$ cat src/design/rmeu_pkg.sv
package rmeu_pkg;

    localparam int STORE_WORDS   = 256;
    localparam int PROGRAM_WORDS = 4096;
    localparam int ADDR_W        = $clog2(STORE_WORDS);
    localparam int LOC_W         = 9;
    localparam int TGT_W         = 12;
    localparam int CONT_W        = 13;

    localparam logic [2:0] FLAG_EQ = 3'h1;
    localparam logic [2:0] FLAG_GT = 3'h2;
    localparam logic [2:0] FLAG_LT = 3'h4;

    typedef enum logic [4:0] {
        OP_MOV = 5'd0, OP_ADD = 5'd1, OP_SUB = 5'd2, OP_SAR = 5'd3, OP_SAL = 5'd4,
        OP_MUL = 5'd5, OP_DIV = 5'd6, OP_AND = 5'd7, OP_OR = 5'd8, OP_XOR = 5'd9,
        OP_CMP = 5'd10, OP_SEQ = 5'd11, OP_SNE = 5'd12, OP_SGE = 5'd13,
        OP_SGT = 5'd14, OP_SLE = 5'd15, OP_SLT = 5'd16, OP_PRINT = 5'd17,
        OP_NEG = 5'd18, OP_NOT = 5'd19, OP_JMP = 5'd20, OP_JE = 5'd21
    } op_t;

    typedef struct packed {
        logic [4:0]        mode;
        logic [LOC_W-1:0]  dest_location;
        logic [LOC_W-1:0]  src_location;
        logic              src_is_immediate;
        logic signed [31:0] src_immediate;
        logic [TGT_W-1:0]  jump_target;
    } in_word_t;

    typedef struct packed {
        logic               jump_taken;
        logic [CONT_W-1:0]  continue_at;
        logic               print_valid;
        logic signed [31:0] print_value;
        logic               divide_by_zero;
    } out_word_t;

    typedef enum logic [2:0] {
        ST_CLEAR, ST_IDLE, ST_READ, ST_EXEC, ST_DIV, ST_WRITE, ST_OUT
    } state_t;

    // controller to datapath
    typedef struct packed {
        logic clear_en;
        logic load;
        logic exec;
        logic div_start;
        logic div_step;
        logic write;
        logic out_load;
    } cmd_t;

    // datapath to controller
    typedef struct packed {
        logic clear_done;
        logic is_div;
        logic div_done;
    } status_t;

endpackage

$ cat src/design/rmeu_control.sv
module rmeu_control (
    input  logic              aclk,
    input  logic              aresetn,
    input  logic              s_valid,
    output logic              s_ready,
    output logic              m_valid,
    input  logic              m_ready,
    input  rmeu_pkg::status_t status,
    output rmeu_pkg::cmd_t    cmd
);

    rmeu_pkg::state_t state_reg, state_next;
    logic mv_reg, mv_next;

    always_ff @(posedge aclk) begin
        if (!aresetn) begin
            state_reg <= rmeu_pkg::ST_CLEAR;
            mv_reg    <= 1'b0;
        end else begin
            state_reg <= state_next;
            mv_reg    <= mv_next;
        end
    end

    assign m_valid = mv_reg;

    always_comb begin
        state_next = state_reg;
        cmd = '0;
        s_ready = 1'b0;
        mv_next = mv_reg && !m_ready;
        case (state_reg)
            rmeu_pkg::ST_CLEAR: begin
                cmd.clear_en = 1'b1;
                if (status.clear_done) state_next = rmeu_pkg::ST_IDLE;
            end
            rmeu_pkg::ST_IDLE: begin
                s_ready = 1'b1;
                if (s_valid) begin
                    cmd.load = 1'b1;
                    state_next = rmeu_pkg::ST_READ;
                end
            end
            rmeu_pkg::ST_READ: state_next = rmeu_pkg::ST_EXEC;
            rmeu_pkg::ST_EXEC: begin
                cmd.exec = 1'b1;
                if (status.is_div) begin
                    cmd.div_start = 1'b1;
                    state_next = rmeu_pkg::ST_DIV;
                end else begin
                    state_next = rmeu_pkg::ST_WRITE;
                end
            end
            rmeu_pkg::ST_DIV: begin
                cmd.div_step = 1'b1;
                if (status.div_done) state_next = rmeu_pkg::ST_WRITE;
            end
            rmeu_pkg::ST_WRITE: begin
                cmd.write = 1'b1;
                state_next = rmeu_pkg::ST_OUT;
            end
            rmeu_pkg::ST_OUT: begin
                if (!mv_reg || m_ready) begin
                    cmd.out_load = 1'b1;
                    mv_next = 1'b1;
                    state_next = rmeu_pkg::ST_IDLE;
                end
            end
            default: state_next = rmeu_pkg::ST_IDLE;
        endcase
    end

endmodule

$ cat config.mk
export PLATFORM = sky130hd
export DESIGN_NAME = rmeu_control
export DESIGN_NICKNAME = d
export VERILOG_FILES = /design/src/design/rmeu_pkg.sv /design/src/design/rmeu_control.sv
export SDC_FILE = /design/constraint.sdc
export NUM_CORES = 1
export LEC_CHECK = 0
export BUFFER_PORTS_ARGS = -buffer_cell sky130_fd_sc_hd__buf_2
export CAP_MARGIN = 20
export CORE_AREA = 2 2 39 41
export CTS_CLUSTER_SIZE = 30
export DETAILED_ROUTE_END_ITERATION = 7
export DIE_AREA = 0 0 41 43
export PLACE_DENSITY_LB_ADDON = 0.3
export SLEW_MARGIN = 30
export SYNTH_ARGS = -nofsm -noshare
export SYNTH_HDL_FRONTEND = slang
export SYNTH_SLANG_ARGS = --single-unit
$ cat constraint.sdc
create_clock -name aclk -period 2.1 [get_ports aclk]
set_clock_uncertainty 0.2 [all_clocks]
set_input_delay 0.42 -clock aclk [delete_from_list [all_inputs] [get_ports aclk]]
set_output_delay 0.42 -clock aclk [all_outputs]
set_load 0.01 [all_outputs]
=== After elaboration in Yosys (flattened, before gate mapping) ===
Index checks and enable logic that the tools add are counted.

* Equal/unequal tests: 10
* Multiplexer cells: 18
* Reductions and logical operators: 6

{| class="wikitable"
|+ Operator list
! kind !! number
|-
| $pmux W3 S7 || 1
|-
| $mux W1 || 12
|-
| $mux W3 || 4
|-
| $eq A3 B3 Y1 const B || 3
|-
| $ne A2 B2 Y1 const B || 4
|-
| $eq A3 B2 Y1 const B || 2
|-
| $reduce_and A4 Y1 || 1
|-
| $eq A3 B1 Y1 const B || 1
|-
| $logic_not A3 Y1 || 1
|-
| $logic_not A1 Y1 || 2
|-
| $mux W2 || 1
|-
| $logic_and A1 B1 Y1 || 1
|-
| $logic_or A1 B1 Y1 || 1
|}

* Flip-flop bits (word level): 4
* Bits of input ports: 7
* Output and inout bits: 9
* Logic and storage cells: 36

=== Longest topological paths before layout ===
* Depth after elaboration: 4
* Mapped depth: 7
* Depth with buffers taken out: 6

=== Worst setup path after synthesis ===
OpenSTA, ideal clock, no wires.

* Kind: reg2reg
* Start: register state_reg[1]
* End: register state_reg[1]
* Library setup time: 119 ps
* Data arrival time: 1,356 ps
* Required time: 1,781 ps
* Path slack: 425 ps
* Stages on the path, launching flop included: 8
* Path buffers: 1
* Period minus slack after synthesis: 1,675 ps
* Cell sequence: dfxtp_1 -> buf_6 -> inv_1 -> ha_1 -> inv_1 -> and3_1 -> o31ai_1 -> o21ai_2

* Longest elaborated chain between the ends: 3
* Elaborated cells between the ends (all ways): 13
* Classes of those cells: 10 x eq/ne; 1 x mux; 2 x reduce/logical

{| class="wikitable"
|+ Ends and longest elaborated chain
! item !! line !! text
|-
| start, declared || rmeu_control.sv:12 || <nowiki>rmeu_pkg::state_t state_reg, state_next;</nowiki>
|-
| start signal, assigned || rmeu_control.sv:17 || <nowiki>state_reg <= rmeu_pkg::ST_CLEAR;</nowiki>
|-
| start signal, assigned || rmeu_control.sv:20 || <nowiki>state_reg <= state_next;</nowiki>
|-
| $eq A3 B3 Y1 (tied with other cells) || rmeu_control.sv:32 || <nowiki>case (state_reg)</nowiki>
|-
| $ne A2 B2 Y1 (no line) || - ||
|-
| $reduce_and A4 Y1 (no line) || - ||
|}

Several ways; a longest one is shown, not always the timed one.
A chain may end at the register's enable or synchronous reset.

==> out/metrics.csv <==
metric;value;unit
wirelength;815;um
yosysUniqueCellTypes;30;
die_area;1760;um^2
yosys_register_bits;4;
fin_crit;1.96;ns
synth_area_per_cell;8.42;um^2
grt_overflow;0;
hold_path_class;in2reg;
drive_gt1_share;41.0;%
n_antenna_cell;0;
fin_tns_setup;0;ns
placed_cell_area;455;um^2
slew_viol_final;0;
synth_top_area_share;21.1;%
cap_violations;0;
vdd_drop_max;536;uV
drtAntennaViolNets;0;
grt_use_met1;14.5;%
cts_setup_buffers;0;
status;completed;
setup_violations;0;
regToRegStartpoint;state_reg[0];
dp_cells;74;
dpl.hpwl;633;um
holdWs;0.276;ns
max_freq;0.510;GHz
first_iter_violations;3;
multi_input_area;262;um^2
io_buffers;15;
dp_slack;0.371;ns
p_total;618;uW
numCtsBuffers;3;
htreeDepth;1;
ys_seq_area_share;21.1;%
regArea;80.1;um^2
finalCritPeriodShare;93.3;%
firstDrtPassIters;2;
fin_util;34.5;%
fillers;155;
globalplace.congestion;0.733;
post_cts_resized;0;
cts.sinks;4;
holdBufCountCts;0;
fp.dieH;43;um
synth_nets;53;
grt_setup_unrepaired;false;
ys_warn_count;0;
cts_tree;built;
finalInstanceArea;478;um^2
end_kind;primary output;
finalNonFillerCells;77;
hold_violations;0;
viasPerCell;4.84;
wire_per_inst;10.6;um
path_max_fanout;15;
crit_start;state_reg[0];
clk_latency;0.23;ns
nets;71;
drc;0;
fin_ws;0.141;ns
grt_use_total;10.3;%
antenna_found_initial;0;
netlist_area;379;um^2
synth_top_cell_by_area;dfxtp_1;
max_slew.worst_pin.slew;0.434;ns
max_slew_margin;71.0;%
syn2layout_area_growth;26.1;%
busiest_layer;met1;
vias;373;
grt_first_pass_wirelength;1240;um
p_leak;0.237;nW
cp.arrival;1.34;ns
p_per_area;1290;nW/um^2
worst_setup_path_start_kind;flip-flop;
initial_utilization;27.4;%
syn_inst;45;
cts-root-buf;clkbuf_4;
crit_type;reg2out;
worstHoldStart;aresetn;
grt_pass1_vias;302;
required;1.48;ns
coreArea;1380;um^2
grtUsageMet2;13.4;%
path_clk_slew;0.04;ns
grt_max_degree;16;
clk_path_buf_depth;2;
synth.area.top_cells;dfxtp_1 (21%), buf_6 (5.9%), and3_1 (5.0%), a21oi_2 (4.6%), or3b_1 (4.6%);
die_width;41;um
rows;14;
ioPinCount;16;
use_met3;3.14;%
largest_reg_flops;3;
## path summary, 6_finish.rpt
path                       end  slack (ns)  cells after the start
setup / recovery        cmd[3]        0.14                      4
hold / removal    state_reg[2]        0.28                      2
setup reg to reg  state_reg[0]        0.37                      4
hold reg to reg        m_valid        0.31                      2
## Yosys cell counts
cell type  count
o311a_1        1
clkbuf_1       1
nor4_1         1
a21boi_0       1
nor3b_1        1
mux2i_1        1
nand4b_1       1
inv_1          3
o21bai_1       1
nor2b_1        1
o21ai_2        1
o41ai_2        1
nor2_1         2
a21oi_2        2
o2bb2ai_1      1
and2_1         2
or2_4          1
ha_1           1
a21oi_1        2
or3_4          1
o31ai_1        1
nand2b_1       2
nor3_1         1
dfxtp_1        4
nand3b_1       1
buf_6          2
or3b_1         2
and3_1         3
nand3_1        2
o21ai_0        1
## cell families (layout without fill, tap and decap cells)
kind of cell | after synthesis | in the layout | share of synthesized area [%]
AND/OR/NAND/NOR | 21 | 21 | 37.0
buffers and inverters | 6 | 22 | 9.90
AO/OA/AOI/OAI | 12 | 12 | 26.1
adder cells (fa/ha/maj) | 1 | 1 | 3.30
flip-flops | 4 | 4 | 21.1
multiplexers | 1 | 1 | 2.64
## layout make-up
class                      count  area share, %
inverter                       3           2.36
sequential                     4           16.8
multi-input combinational     35           54.7
tap                           16           4.19
timing repair buffer          16           17.3
clock buffer                   3           4.71
## layer usage
metal,vias up,share of wire [%]
met4,0,2.1
li1,198,-
met2,13,40
met3,2,6.5
met1,160,52
met5,-,0
## power breakdown
group	switching (mW)	internal (mW)	leakage, nW	total (mW)
registers	0.0566	0.101	0.0328	0.158
clock network	0.0303	0.0639	0.0138	0.0942
logic	0.189	0.177	0.191	0.366
## cell usage in the layout (no fill, tap or decap), drive strengths merged
master / Yosys / routed
o31ai: 1 / 1
and2: 2 / 2
ha: 1 / 1
and3: 3 / 3
clkbuf: 1 / 3
dfxtp: 4 / 4
mux2i: 1 / 1
nand3: 2 / 2
a21oi: 4 / 4
o21bai: 1 / 1
nor2: 2 / 2
nor4: 1 / 1
nand4b: 1 / 1
o21ai: 2 / 2
a21boi: 1 / 1
nor3: 1 / 1
o41ai: 1 / 1
nand3b: 1 / 1
o311a: 1 / 1
or3: 1 / 1
inv: 3 / 3
nand2b: 2 / 2
o2bb2ai: 1 / 1
or2: 1 / 1
or3b: 2 / 2
nor3b: 1 / 1
buf: 2 / 16
nor2b: 1 / 1
## worst max-delay path: stages (launching register included)
cell and delay [ns]:
dfxtp_1 0.58, nand2b_1 0.13, nor2_1 0.15, and2_1 0.13, buf_2 0.12
No activity file was read; power rests on OpenSTA's default activity.
